<file path="src/hw/rtl/tpcg_pkg.sv">
// ----------------------------------------------------------------------------
// tpcg_pkg
// Shared types and constants for the TV palette colour generator pipeline.
// ----------------------------------------------------------------------------
package tpcg_pkg;

  localparam int ADDR_W = 5;
  localparam int DATA_W = 32;
  localparam int LVL_W  = 13;
  localparam int BASE_W = 12;
  localparam int MAG_W  = 18;

  localparam logic [2:0] REG_BRIGHTNESS = 3'd0;
  localparam logic [2:0] REG_CONTRAST   = 3'd1;
  localparam logic [2:0] REG_SATURATION = 3'd2;
  localparam logic [2:0] REG_NOISE      = 3'd3;
  localparam logic [2:0] REG_GHOST      = 3'd4;
  localparam logic [2:0] REG_SCANLINE   = 3'd5;
  localparam logic [2:0] REG_MODE       = 3'd6;

  localparam int MODE_VIBRANT  = 0;
  localparam int MODE_ARTIFACT = 1;
  localparam int MODE_INVERSE  = 2;
  localparam int MODE_FIXED    = 3;

  localparam int BASE_SCALE = 1000;
  localparam int HUE_OFFSET = 9;
  localparam int FIXED_HI   = 255;
  localparam int FIXED_LO   = 128;

  // floor(2^30 / 1000) and floor(2^24 / 255); quotients come out low by at most one
  localparam int DIV1000_K = 1073741;
  localparam int DIV255_K  = 65793;

  typedef logic signed [LVL_W-1:0]  lvl_t;
  typedef logic signed [BASE_W-1:0] base_t;

  typedef struct packed {
    logic [7:0] brightness;
    logic [7:0] contrast;
    logic [7:0] saturation;
    logic [5:0] noise;
    logic [6:0] ghost;
    logic [6:0] scanline;
    logic [3:0] mode;
  } cfg_t;

  typedef struct packed {
    logic [3:0] colour;
    logic [3:0] variant;
    base_t      grey;
    base_t      xr;
    base_t      xg;
    base_t      xb;
  } luma_t;

  typedef struct packed {
    logic [3:0] variant;
    lvl_t       lr;
    lvl_t       lg;
    lvl_t       lb;
  } chroma_t;

  function automatic logic [7:0] clamp8(input lvl_t v);
    logic [7:0] res;
    if (v[LVL_W-1]) begin
      res = 8'd0;
    end else if (v > lvl_t'(255)) begin
      res = 8'd255;
    end else begin
      res = v[7:0];
    end
    return res;
  endfunction

endpackage

</file>
<file path="src/hw/rtl/tpcg_cfg.sv">
// ----------------------------------------------------------------------------
// tpcg_cfg
// APB register file holding the slider, offset and mode settings.
// ----------------------------------------------------------------------------
module tpcg_cfg import tpcg_pkg::*; (
  input  logic              clk,
  input  logic              rst_n,
  input  logic              psel,
  input  logic              penable,
  input  logic              pwrite,
  input  logic [ADDR_W-1:0] paddr,
  input  logic [DATA_W-1:0] pwdata,
  output logic [DATA_W-1:0] prdata,
  output logic              pready,
  output cfg_t              cfg
);

  logic [7:0] brightness_r;
  logic [7:0] contrast_r;
  logic [7:0] saturation_r;
  logic [5:0] noise_r;
  logic [6:0] ghost_r;
  logic [6:0] scanline_r;
  logic [3:0] mode_r;
  logic       wr_en;
  logic [2:0] reg_idx;

  assign pready  = 1'b1;
  assign wr_en   = psel && penable && pwrite;
  assign reg_idx = paddr[ADDR_W-1:2];

  always_ff @(posedge clk) begin
    if (!rst_n) begin
      brightness_r <= 8'd128;
      contrast_r   <= 8'd128;
      saturation_r <= 8'd128;
      noise_r      <= 6'd0;
      ghost_r      <= 7'd0;
      scanline_r   <= 7'd0;
      mode_r       <= 4'd0;
    end else if (wr_en) begin
      case (reg_idx)
        REG_BRIGHTNESS: brightness_r <= pwdata[7:0];
        REG_CONTRAST:   contrast_r   <= pwdata[7:0];
        REG_SATURATION: saturation_r <= pwdata[7:0];
        REG_NOISE:      noise_r      <= pwdata[5:0];
        REG_GHOST:      ghost_r      <= pwdata[6:0];
        REG_SCANLINE:   scanline_r   <= pwdata[6:0];
        REG_MODE:       mode_r       <= pwdata[3:0];
        default: ;
      endcase
    end
  end

  always_comb begin
    case (reg_idx)
      REG_BRIGHTNESS: prdata = DATA_W'(brightness_r);
      REG_CONTRAST:   prdata = DATA_W'(contrast_r);
      REG_SATURATION: prdata = DATA_W'(saturation_r);
      REG_NOISE:      prdata = DATA_W'(noise_r);
      REG_GHOST:      prdata = DATA_W'(ghost_r);
      REG_SCANLINE:   prdata = DATA_W'(scanline_r);
      REG_MODE:       prdata = DATA_W'(mode_r);
      default:        prdata = '0;
    endcase
  end

  assign cfg = '{brightness: brightness_r, contrast: contrast_r, saturation: saturation_r,
                 noise: noise_r, ghost: ghost_r, scanline: scanline_r, mode: mode_r};

endmodule

</file>
<file path="src/hw/rtl/tpcg_luma.sv">
// ----------------------------------------------------------------------------
// tpcg_luma
// Four-stage front end: colour decode, level ramp, divide by 1000 and
// per-channel chroma offsets around the grey level.
// ----------------------------------------------------------------------------
module tpcg_luma import tpcg_pkg::*; (
  input  logic       clk,
  input  logic       rst_n,
  input  cfg_t       cfg,
  input  logic       up_valid,
  output logic       up_ready,
  input  logic [7:0] up_index,
  output logic       dn_valid,
  input  logic       dn_ready,
  output luma_t      dn_data
);

  logic s1_vld_r, s2_vld_r, s3_vld_r, s4_vld_r;
  logic s1_rdy, s2_rdy, s3_rdy, s4_rdy;

  logic [3:0]        s1_colour_r, s2_colour_r, s3_colour_r;
  logic [3:0]        s1_variant_r, s2_variant_r, s3_variant_r;
  logic signed [9:0] s1_bl_r, s2_bl_r, s3_bl_r;
  logic [9:0]        s1_d_r, s2_d_r, s3_d_r;
  logic [15:0]       s1_diff_r;
  logic [19:0]       s2_prod_r, s3_prod_r;
  logic [9:0]        s3_q_r;
  luma_t             s4_data_r;

  assign s4_rdy   = !s4_vld_r || dn_ready;
  assign s3_rdy   = !s3_vld_r || s4_rdy;
  assign s2_rdy   = !s2_vld_r || s3_rdy;
  assign s1_rdy   = !s1_vld_r || s2_rdy;
  assign up_ready = s1_rdy;
  assign dn_valid = s4_vld_r;
  assign dn_data  = s4_data_r;

  always_ff @(posedge clk) begin
    if (!rst_n) begin
      s1_vld_r <= 1'b0;
      s2_vld_r <= 1'b0;
      s3_vld_r <= 1'b0;
      s4_vld_r <= 1'b0;
    end else begin
      if (s1_rdy) s1_vld_r <= up_valid;
      if (s2_rdy) s2_vld_r <= s1_vld_r;
      if (s3_rdy) s3_vld_r <= s2_vld_r;
      if (s4_rdy) s4_vld_r <= s3_vld_r;
    end
  end

  // stage 1: colour code, black level and top-of-ramp distance
  logic [3:0]        colour_in;
  logic [7:0]        cl;
  logic signed [9:0] bl_in;
  logic [9:0]        d_in;
  logic [19:0]       dk;

  always_comb begin
    colour_in = cfg.mode[MODE_INVERSE] ? {up_index[7], ~up_index[6:4]} : up_index[7:4];
    cl        = ~cfg.contrast;
    bl_in     = $signed({2'b00, ~cfg.brightness}) - $signed({2'b00, cl});
    d_in      = colour_in[3] ? ({1'b0, cl, 1'b0} + {3'b000, cl[7:1]}) : {1'b0, cl, 1'b0};
    dk        = 20'(d_in) * 20'(BASE_SCALE);
  end

  always_ff @(posedge clk) begin
    if (s1_rdy && up_valid) begin
      s1_colour_r  <= colour_in;
      s1_variant_r <= up_index[3:0];
      s1_bl_r      <= bl_in;
      s1_d_r       <= d_in;
      s1_diff_r    <= dk[19:4];
    end
  end

  // stage 2: scale ramp step by hue weight
  logic [4:0]  hue_k;
  logic [20:0] ramp;

  always_comb begin
    hue_k = 5'(s1_colour_r[2:0]) + 5'(HUE_OFFSET);
    ramp  = 21'(s1_diff_r) * 21'(hue_k);
  end

  always_ff @(posedge clk) begin
    if (s2_rdy && s1_vld_r) begin
      s2_colour_r  <= s1_colour_r;
      s2_variant_r <= s1_variant_r;
      s2_bl_r      <= s1_bl_r;
      s2_d_r       <= s1_d_r;
      s2_prod_r    <= ramp[19:0];
    end
  end

  // stage 3: reciprocal estimate of ramp / 1000
  logic [40:0] recip;

  assign recip = 41'(s2_prod_r) * 41'(DIV1000_K);

  always_ff @(posedge clk) begin
    if (s3_rdy && s2_vld_r) begin
      s3_colour_r  <= s2_colour_r;
      s3_variant_r <= s2_variant_r;
      s3_bl_r      <= s2_bl_r;
      s3_d_r       <= s2_d_r;
      s3_prod_r    <= s2_prod_r;
      s3_q_r       <= recip[39:30];
    end
  end

  // stage 4: correct quotient, form grey and channel offsets
  logic [20:0] rem;
  logic [9:0]  basec_u;
  base_t       bl_x, basec, grey, dx, nb, xr, xg, xb;

  always_comb begin
    rem     = 21'(s3_prod_r) - 21'(s3_q_r) * 21'(BASE_SCALE);
    basec_u = (rem >= 21'(BASE_SCALE)) ? s3_q_r + 10'd1 : s3_q_r;
    bl_x    = {{(BASE_W-10){s3_bl_r[9]}}, s3_bl_r};
    basec   = (s3_colour_r[2:0] == 3'd0) ? bl_x : $signed({2'b00, basec_u});
    grey    = bl_x + basec;
    dx      = $signed({2'b00, s3_d_r}) - basec;
    nb      = -basec;
    if (cfg.mode[MODE_VIBRANT]) begin
      xr = s3_colour_r[1] ? dx : nb;
      xg = s3_colour_r[2] ? dx : nb;
      xb = s3_colour_r[0] ? dx : nb;
    end else begin
      xr = s3_colour_r[1] ? '0 : nb;
      xg = s3_colour_r[2] ? '0 : nb;
      xb = s3_colour_r[0] ? '0 : nb;
    end
  end

  always_ff @(posedge clk) begin
    if (s4_rdy && s3_vld_r) begin
      s4_data_r <= '{colour: s3_colour_r, variant: s3_variant_r, grey: grey,
                     xr: xr, xg: xg, xb: xb};
    end
  end

endmodule

</file>
<file path="src/hw/rtl/tpcg_chroma.sv">
// ----------------------------------------------------------------------------
// tpcg_chroma
// Three-stage saturation scaler: offset times saturation, divide by 255
// toward zero, add back the grey level; fixed chroma overrides the result.
// ----------------------------------------------------------------------------
module tpcg_chroma import tpcg_pkg::*; (
  input  logic    clk,
  input  logic    rst_n,
  input  cfg_t    cfg,
  input  logic    up_valid,
  output logic    up_ready,
  input  luma_t   up_data,
  output logic    dn_valid,
  input  logic    dn_ready,
  output chroma_t dn_data
);

  logic s5_vld_r, s6_vld_r, s7_vld_r;
  logic s5_rdy, s6_rdy, s7_rdy;

  logic [3:0]       s5_colour_r, s6_colour_r;
  logic [3:0]       s5_variant_r, s6_variant_r;
  base_t            s5_grey_r, s6_grey_r;
  logic [2:0]       s5_neg_r, s6_neg_r;
  logic [MAG_W-1:0] s5_mag_r [3];
  logic [MAG_W-1:0] s6_mag_r [3];
  logic [9:0]       s6_q_r [3];
  chroma_t          s7_data_r;

  assign s7_rdy   = !s7_vld_r || dn_ready;
  assign s6_rdy   = !s6_vld_r || s7_rdy;
  assign s5_rdy   = !s5_vld_r || s6_rdy;
  assign up_ready = s5_rdy;
  assign dn_valid = s7_vld_r;
  assign dn_data  = s7_data_r;

  always_ff @(posedge clk) begin
    if (!rst_n) begin
      s5_vld_r <= 1'b0;
      s6_vld_r <= 1'b0;
      s7_vld_r <= 1'b0;
    end else begin
      if (s5_rdy) s5_vld_r <= up_valid;
      if (s6_rdy) s6_vld_r <= s5_vld_r;
      if (s7_rdy) s7_vld_r <= s6_vld_r;
    end
  end

  // stage 5: magnitude times saturation
  base_t            x_in [3];
  logic [BASE_W-1:0] ax [3];
  logic [MAG_W-1:0]  mag [3];
  logic [7:0]        sat;

  always_comb begin
    sat     = ~cfg.saturation;
    x_in[0] = up_data.xr;
    x_in[1] = up_data.xg;
    x_in[2] = up_data.xb;
    for (int i = 0; i < 3; i++) begin
      ax[i]  = x_in[i][BASE_W-1] ? BASE_W'(-x_in[i]) : BASE_W'(x_in[i]);
      mag[i] = MAG_W'(ax[i][10:0]) * MAG_W'(sat);
    end
  end

  always_ff @(posedge clk) begin
    if (s5_rdy && up_valid) begin
      s5_colour_r  <= up_data.colour;
      s5_variant_r <= up_data.variant;
      s5_grey_r    <= up_data.grey;
      for (int i = 0; i < 3; i++) begin
        s5_neg_r[i] <= x_in[i][BASE_W-1];
        s5_mag_r[i] <= mag[i];
      end
    end
  end

  // stage 6: reciprocal estimate of magnitude / 255
  logic [35:0] recip [3];

  always_comb begin
    for (int i = 0; i < 3; i++) begin
      recip[i] = 36'(s5_mag_r[i]) * 36'(DIV255_K);
    end
  end

  always_ff @(posedge clk) begin
    if (s6_rdy && s5_vld_r) begin
      s6_colour_r  <= s5_colour_r;
      s6_variant_r <= s5_variant_r;
      s6_grey_r    <= s5_grey_r;
      s6_neg_r     <= s5_neg_r;
      for (int i = 0; i < 3; i++) begin
        s6_mag_r[i] <= s5_mag_r[i];
        s6_q_r[i]   <= recip[i][33:24];
      end
    end
  end

  // stage 7: correct quotient, restore sign, add grey
  logic [MAG_W-1:0] rem [3];
  logic [9:0]       q [3];
  lvl_t             lvl [3];
  lvl_t             grey_x;
  lvl_t             fixed_on;
  logic [2:0]       fixed_bit;

  always_comb begin
    grey_x    = {{(LVL_W-BASE_W){s6_grey_r[BASE_W-1]}}, s6_grey_r};
    fixed_on  = s6_colour_r[3] ? lvl_t'(FIXED_HI) : lvl_t'(FIXED_LO);
    fixed_bit = {s6_colour_r[0], s6_colour_r[2], s6_colour_r[1]};
    for (int i = 0; i < 3; i++) begin
      rem[i] = s6_mag_r[i] - MAG_W'(s6_q_r[i]) * MAG_W'(255);
      q[i]   = (rem[i] >= MAG_W'(255)) ? s6_q_r[i] + 10'd1 : s6_q_r[i];
      if (cfg.mode[MODE_FIXED]) begin
        lvl[i] = fixed_bit[i] ? fixed_on : '0;
      end else if (s6_neg_r[i]) begin
        lvl[i] = grey_x - $signed({3'b000, q[i]});
      end else begin
        lvl[i] = grey_x + $signed({3'b000, q[i]});
      end
    end
  end

  always_ff @(posedge clk) begin
    if (s7_rdy && s6_vld_r) begin
      s7_data_r <= '{variant: s6_variant_r, lr: lvl[0], lg: lvl[1], lb: lvl[2]};
    end
  end

endmodule

</file>
<file path="src/hw/rtl/tpcg_out.sv">
// ----------------------------------------------------------------------------
// tpcg_out
// Output stage: shade variant offsets, artifact-mode scanline offset and clamps
// into the result register, with RGB565 packing taken from that register.
// ----------------------------------------------------------------------------
module tpcg_out import tpcg_pkg::*; (
  input  logic        clk,
  input  logic        rst_n,
  input  cfg_t        cfg,
  input  logic        up_valid,
  output logic        up_ready,
  input  chroma_t     up_data,
  output logic        out_valid,
  input  logic        out_stall,
  output logic [7:0]  out_red_level,
  output logic [7:0]  out_green_level,
  output logic [7:0]  out_blue_level,
  output logic [15:0] out_packed_rgb565
);

  logic       out_vld_r;
  logic       rdy;
  logic [7:0] red_r, green_r, blue_r;

  assign rdy      = !out_vld_r || !out_stall;
  assign up_ready = rdy;

  always_ff @(posedge clk) begin
    if (!rst_n) begin
      out_vld_r <= 1'b0;
    end else if (rdy) begin
      out_vld_r <= up_valid;
    end
  end

  function automatic logic signed [7:0] div3_trunc(input logic signed [7:0] v);
    logic [7:0]  m;
    logic [15:0] p;
    logic [7:0]  q;
    m = v[7] ? 8'(-v) : 8'(v);
    p = 16'(m) * 16'd171;
    q = {1'b0, p[15:9]};
    return v[7] ? $signed(-q) : $signed(q);
  endfunction

  logic signed [7:0] n_off, g_off, s_off, g3_off;
  logic signed [8:0] add;
  lvl_t              lvl [3];
  logic [7:0]        c1 [3];
  logic [7:0]        c2 [3];

  always_comb begin
    n_off  = -$signed({{2{cfg.noise[5]}}, cfg.noise});
    g_off  = -$signed({cfg.ghost[6], cfg.ghost});
    s_off  = -$signed({cfg.scanline[6], cfg.scanline});
    g3_off = div3_trunc(g_off);
    case (up_data.variant[1:0])
      2'd0:    add = '0;
      2'd1:    add = $signed({n_off[7], n_off});
      2'd2:    add = $signed({g_off[7], g_off});
      2'd3:    add = $signed({n_off[7], n_off}) + $signed({g_off[7], g_off});
      default: add = '0;
    endcase
    if (up_data.variant[2] && (up_data.variant[1:0] != 2'd3)) begin
      add = add + $signed({g3_off[7], g3_off});
    end
    lvl[0] = up_data.lr;
    lvl[1] = up_data.lg;
    lvl[2] = up_data.lb;
    for (int i = 0; i < 3; i++) begin
      c1[i] = clamp8(lvl[i] + {{(LVL_W-9){add[8]}}, add});
      if (up_data.variant[3] && cfg.mode[MODE_ARTIFACT]) begin
        c2[i] = clamp8($signed({{(LVL_W-8){1'b0}}, c1[i]}) + {{(LVL_W-8){s_off[7]}}, s_off});
      end else begin
        c2[i] = c1[i];
      end
    end
  end

  always_ff @(posedge clk) begin
    if (rdy && up_valid) begin
      red_r   <= c2[0];
      green_r <= c2[1];
      blue_r  <= c2[2];
    end
  end

  assign out_valid         = out_vld_r;
  assign out_red_level     = red_r;
  assign out_green_level   = green_r;
  assign out_blue_level    = blue_r;
  assign out_packed_rgb565 = {red_r[7:3], green_r[7:2], blue_r[7:3]};

endmodule

</file>
<file path="src/hw/rtl/tv_palette_colour_generator.sv">
// ----------------------------------------------------------------------------
// tv_palette_colour_generator
// Palette index to clamped RGB888 and RGB565 colour, fully pipelined.
// ----------------------------------------------------------------------------
// Accepts one palette index per clock unless stalled and passes it through
// eight register stages, the last holding the colour. Every stage holds its
// own valid bit, so a stall on the output backs up stage by stage and empty
// stages still take new beats. The input is stalled while reset is asserted.
// The depth is set by the two constant divisions (by 1000 and by 255), each
// done as a reciprocal multiply followed by a one-step correction. Settings
// are taken through the APB port and apply to beats accepted after the write;
// write them only while no beat is in flight.
module tv_palette_colour_generator import tpcg_pkg::*; (
  input  logic              clk,
  input  logic              rst_n,
  input  logic              psel,
  input  logic              penable,
  input  logic              pwrite,
  input  logic [ADDR_W-1:0] paddr,
  input  logic [DATA_W-1:0] pwdata,
  output logic [DATA_W-1:0] prdata,
  output logic              pready,
  input  logic              in_valid,
  output logic              in_stall,
  input  logic [7:0]        in_palette_index,
  output logic              out_valid,
  input  logic              out_stall,
  output logic [7:0]        out_red_level,
  output logic [7:0]        out_green_level,
  output logic [7:0]        out_blue_level,
  output logic [15:0]       out_packed_rgb565
);

  cfg_t    cfg;
  logic    in_ready;
  logic    luma_valid, luma_ready;
  luma_t   luma_data;
  logic    chroma_valid, chroma_ready;
  chroma_t chroma_data;

  assign in_stall = !in_ready || !rst_n;

  tpcg_cfg u_cfg (
    .clk     (clk),
    .rst_n   (rst_n),
    .psel    (psel),
    .penable (penable),
    .pwrite  (pwrite),
    .paddr   (paddr),
    .pwdata  (pwdata),
    .prdata  (prdata),
    .pready  (pready),
    .cfg     (cfg)
  );

  tpcg_luma u_luma (
    .clk      (clk),
    .rst_n    (rst_n),
    .cfg      (cfg),
    .up_valid (in_valid),
    .up_ready (in_ready),
    .up_index (in_palette_index),
    .dn_valid (luma_valid),
    .dn_ready (luma_ready),
    .dn_data  (luma_data)
  );

  tpcg_chroma u_chroma (
    .clk      (clk),
    .rst_n    (rst_n),
    .cfg      (cfg),
    .up_valid (luma_valid),
    .up_ready (luma_ready),
    .up_data  (luma_data),
    .dn_valid (chroma_valid),
    .dn_ready (chroma_ready),
    .dn_data  (chroma_data)
  );

  tpcg_out u_out (
    .clk               (clk),
    .rst_n             (rst_n),
    .cfg               (cfg),
    .up_valid          (chroma_valid),
    .up_ready          (chroma_ready),
    .up_data           (chroma_data),
    .out_valid         (out_valid),
    .out_stall         (out_stall),
    .out_red_level     (out_red_level),
    .out_green_level   (out_green_level),
    .out_blue_level    (out_blue_level),
    .out_packed_rgb565 (out_packed_rgb565)
  );

endmodule

</file>
<file path="config.mk">
export PLATFORM = sky130hd
export DESIGN_NAME = tv_palette_colour_generator
export DESIGN_NICKNAME = d
export VERILOG_FILES = /design/src/hw/rtl/tpcg_pkg.sv /design/src/hw/rtl/tpcg_cfg.sv /design/src/hw/rtl/tpcg_luma.sv /design/src/hw/rtl/tpcg_chroma.sv /design/src/hw/rtl/tpcg_out.sv /design/src/hw/rtl/tv_palette_colour_generator.sv
export SDC_FILE = /design/constraint.sdc
export NUM_CORES = 2
export LEC_CHECK = 0
export BUFFER_PORTS_ARGS = -buffer_cell sky130_fd_sc_hd__buf_2
export CORE_MARGIN = 2
export CORE_UTILIZATION = 55
export CTS_CLUSTER_SIZE = 8
export DETAILED_ROUTE_END_ITERATION = 10
export GPL_TIMING_DRIVEN = 0
export PLACE_DENSITY = 0.71
export SYNTH_ARGS = -nofsm -noshare
export SYNTH_HDL_FRONTEND = slang
export SYNTH_HIERARCHICAL = 1
export SYNTH_SLANG_ARGS = --single-unit
export TNS_END_PERCENT = 10
</file>
<file path="constraint.sdc">
create_clock -name clk -period 14 [get_ports clk]
set_clock_uncertainty 0.05 [all_clocks]
set_input_delay 1.4 -clock clk [delete_from_list [all_inputs] [get_ports clk]]
set_output_delay 1.4 -clock clk [all_outputs]
set_load 0.01 [all_outputs]
</file>
==> reports/qor.csv <==
metric,value,unit
Max Cap Violations,0,
crit path time final,12950,ps
setup bufs post-CTS,0,
Core Area,0.109,mm^2
CTS tree,built,
run status,finished clean,
Reg2Reg Depth,48,
Post-Syn Area,0.0606,mm^2
Critical R2R Capture,u_out/out_blue_level[7],
TritonCTS buffer count,76,
worst r2r src,u_cfg/ghost_r[0],
initial antenna violation count,0,
number of flops mapped to enable cells by yosys,450,
Final nets,7846,
Final setup viols,0,
RePlAce Congestion,0.901,
Detail Route Antenna Nets,0,
fmax,77.2,MHz
row count,121,
DRC viols,0,
1st-iter DRT viols,2586,
DIE HEIGHT,336,um
Final Util,60.0,%
top post-synthesis cells by count,"inv_1, ha_1, fa_1",
first-pass GRT wire length,222000,um
RSZ-0062 raised after global routing,false,
critical path endpoint,u_out/out_blue_level[7],
CP startpoint kind,flop,
Final period util,92.5,%
die area,0.113,mm^2
register area share after synthesis,24.1,%
wire per inst,17.5,um
"most used cell, CP",ha_1,
final-report max-slew violation count,0,
root buf cell,clkbuf_16,
H-tree depth,3,
"Remaining Overflow, GRT",0,
final wirelength,136000,um
r2r setup slk,1050,ps
CP peak stage delay,560,ps
most common cell in the netlist,inv_1,
drt pass-1 iters,5,
final hold viol count,0,
I/O Buffers,74,
Yosys warnings,6,
fillcell total,9094,
worst hold start,u_luma/s3_variant_r[0],
fin cells,7794,
io pins,127,
clk slew on worst S/H paths,60,ps
pin count of the biggest net entering global routing,40,
Clock Path Buffers,3,
routed vias,43000,
min-delay worst type,flop to flop,
gr usage total,24.6,%
Synth Register Bits,506,
worst skew pair latency,650,ps
cell taking the most area after synthesis,edfxtp_1,
ys async rst share,0,%
synthesized instance count,6092,
crit end category,flop,
layout cells sized above 1,7.45,%
Final HPWL DP,111000,um
CTS Sinks,506,
Worst Setup SP,u_cfg/ghost_r[0],
post_cts resized,0,
ANT cells,0,
Main synth FF type,edfxtp_1,
die width,336,um
Yosys cell types,130,
Placed Instances,7681,
largest cells by area after synthesis,"edfxtp_1, ha_1, fa_1",
via/cell ratio,5.51,
vias in the first global route,43800,
CP max FO,15,
share of the synthesized area in the top cell type,22.3,%
Setup CP Type,flop to flop,
slew of the pin with the lowest slew margin,1080,ps
Critical Path RT,14390,ps
initial core utilization,55.6,%
Layout area overhead,7.97,%
Slowest cell on crit path,dfxtp_1,
Syn Area/Cell,9.96,um^2
Slew HR,27.3,%
CP arrival,13340,ps
CTS Hold Bufs,0,
## critical path, delay by kind of cell, from the launching register on
family	cells	cell delay (ps)
compound gates	16	3460
xor+xnor	5	1870
fa+ha+maj	11	3910
buf+inv	4	780
flops	1	560
simple gates	12	2110
## how the worst min path moves through the flow
| stage | to | slack (ps) | cells past startpoint |
|---|---|---|---|
| floorplan | u_chroma/dn_data[39] | 350 | 0 |
| global placement | u_chroma/s5_variant_r[2] | 350 | 0 |
| detailed placement | u_chroma/s5_grey_r[11] | 350 | 0 |
| CTS | u_chroma/s6_grey_r[11] | 360 | 0 |
| global route | u_luma/dn_data[51] | 370 | 0 |
| finish | u_luma/dn_data[48] | 360 | 0 |
## per-stage QoR
step | cell area, um^2 | setup TNS (ps) | hold WS (ps) | worst slack (ps)
after floorplan | 60700 | 0 | 350 | 3100
after global placement | 63000 | -17120 | 350 | -194
after detailed placement | 63300 | 0 | 355 | 1290
after CTS | 65500 | 0 | 363 | 1250
after global routing | 65500 | 0 | 368 | 197
final | 65500 | 0 | 361 | 1050
## state kept, by name (all words and copies together), names as in the netlist, 10 cells and up
name                count
u_luma/dn_data         56
u_chroma/s5_mag_r      54
u_chroma/s6_mag_r      54
u_chroma/dn_data       43
u_chroma/s6_q_r        30
u_luma/s2_prod_r       20
u_luma/s3_prod_r       17
u_luma/s1_diff_r       15
u_chroma/s5_grey_r     12
u_chroma/s6_grey_r     12
u_luma/s1_d_r          10
u_luma/s2_d_r          10
u_luma/s3_d_r          10
u_luma/s3_q_r          10
## layout by cell type (no fill, tap or decap), types with 32 or more instances in the layout
cell	n
a21o_1	116
a21oi_1	242
and2_1	55
buf_2	84
buf_4	50
clkbuf_1	97
clkbuf_16	76
dfxtp_1	56
edfxtp_1	450
fa_1	547
ha_1	964
inv_1	1070
mux2i_1	88
nand2_1	292
nand2b_1	47
nand3_1	72
nor2_1	409
nor2b_1	78
nor3_1	73
o21a_1	68
o21ai_0	213
o21bai_1	41
o31ai_1	32
or2_2	126
xnor2_1	266
xor2_1	129
## layer usage
layer	GRT usage, %	wire length (um)
met1	31.8	58500
met2	42.8	67400
met3	3.00	6140
met4	7.88	4370
met5	0	0
## logic make-up after synthesis
kind of cell	share of synthesized area (%)
fa+ha+maj	38.0
buf+inv	7.97
simple gates	11.0
xor+xnor	5.84
compound gates	11.1
other cells	0.0186
flops	24.1
mux	1.98
## final cells by class
type | count | area (um^2) | share of cell area (%)
well taps | 1476 | 1850 | 2.82
multi-input cells | 4392 | 41400 | 63.2
flip-flops and latches | 506 | 14600 | 22.3
clock buffers | 99 | 1990 | 3.04
inverters | 1077 | 4040 | 6.17
clock inverters | 14 | 188 | 0.287
repair buffers | 86 | 633 | 0.967
plain buffers | 144 | 792 | 1.21
Power is left out: the tool's default activity adds up to more than one toggle a clock period on the data nets, which glitch-free logic cannot reach.
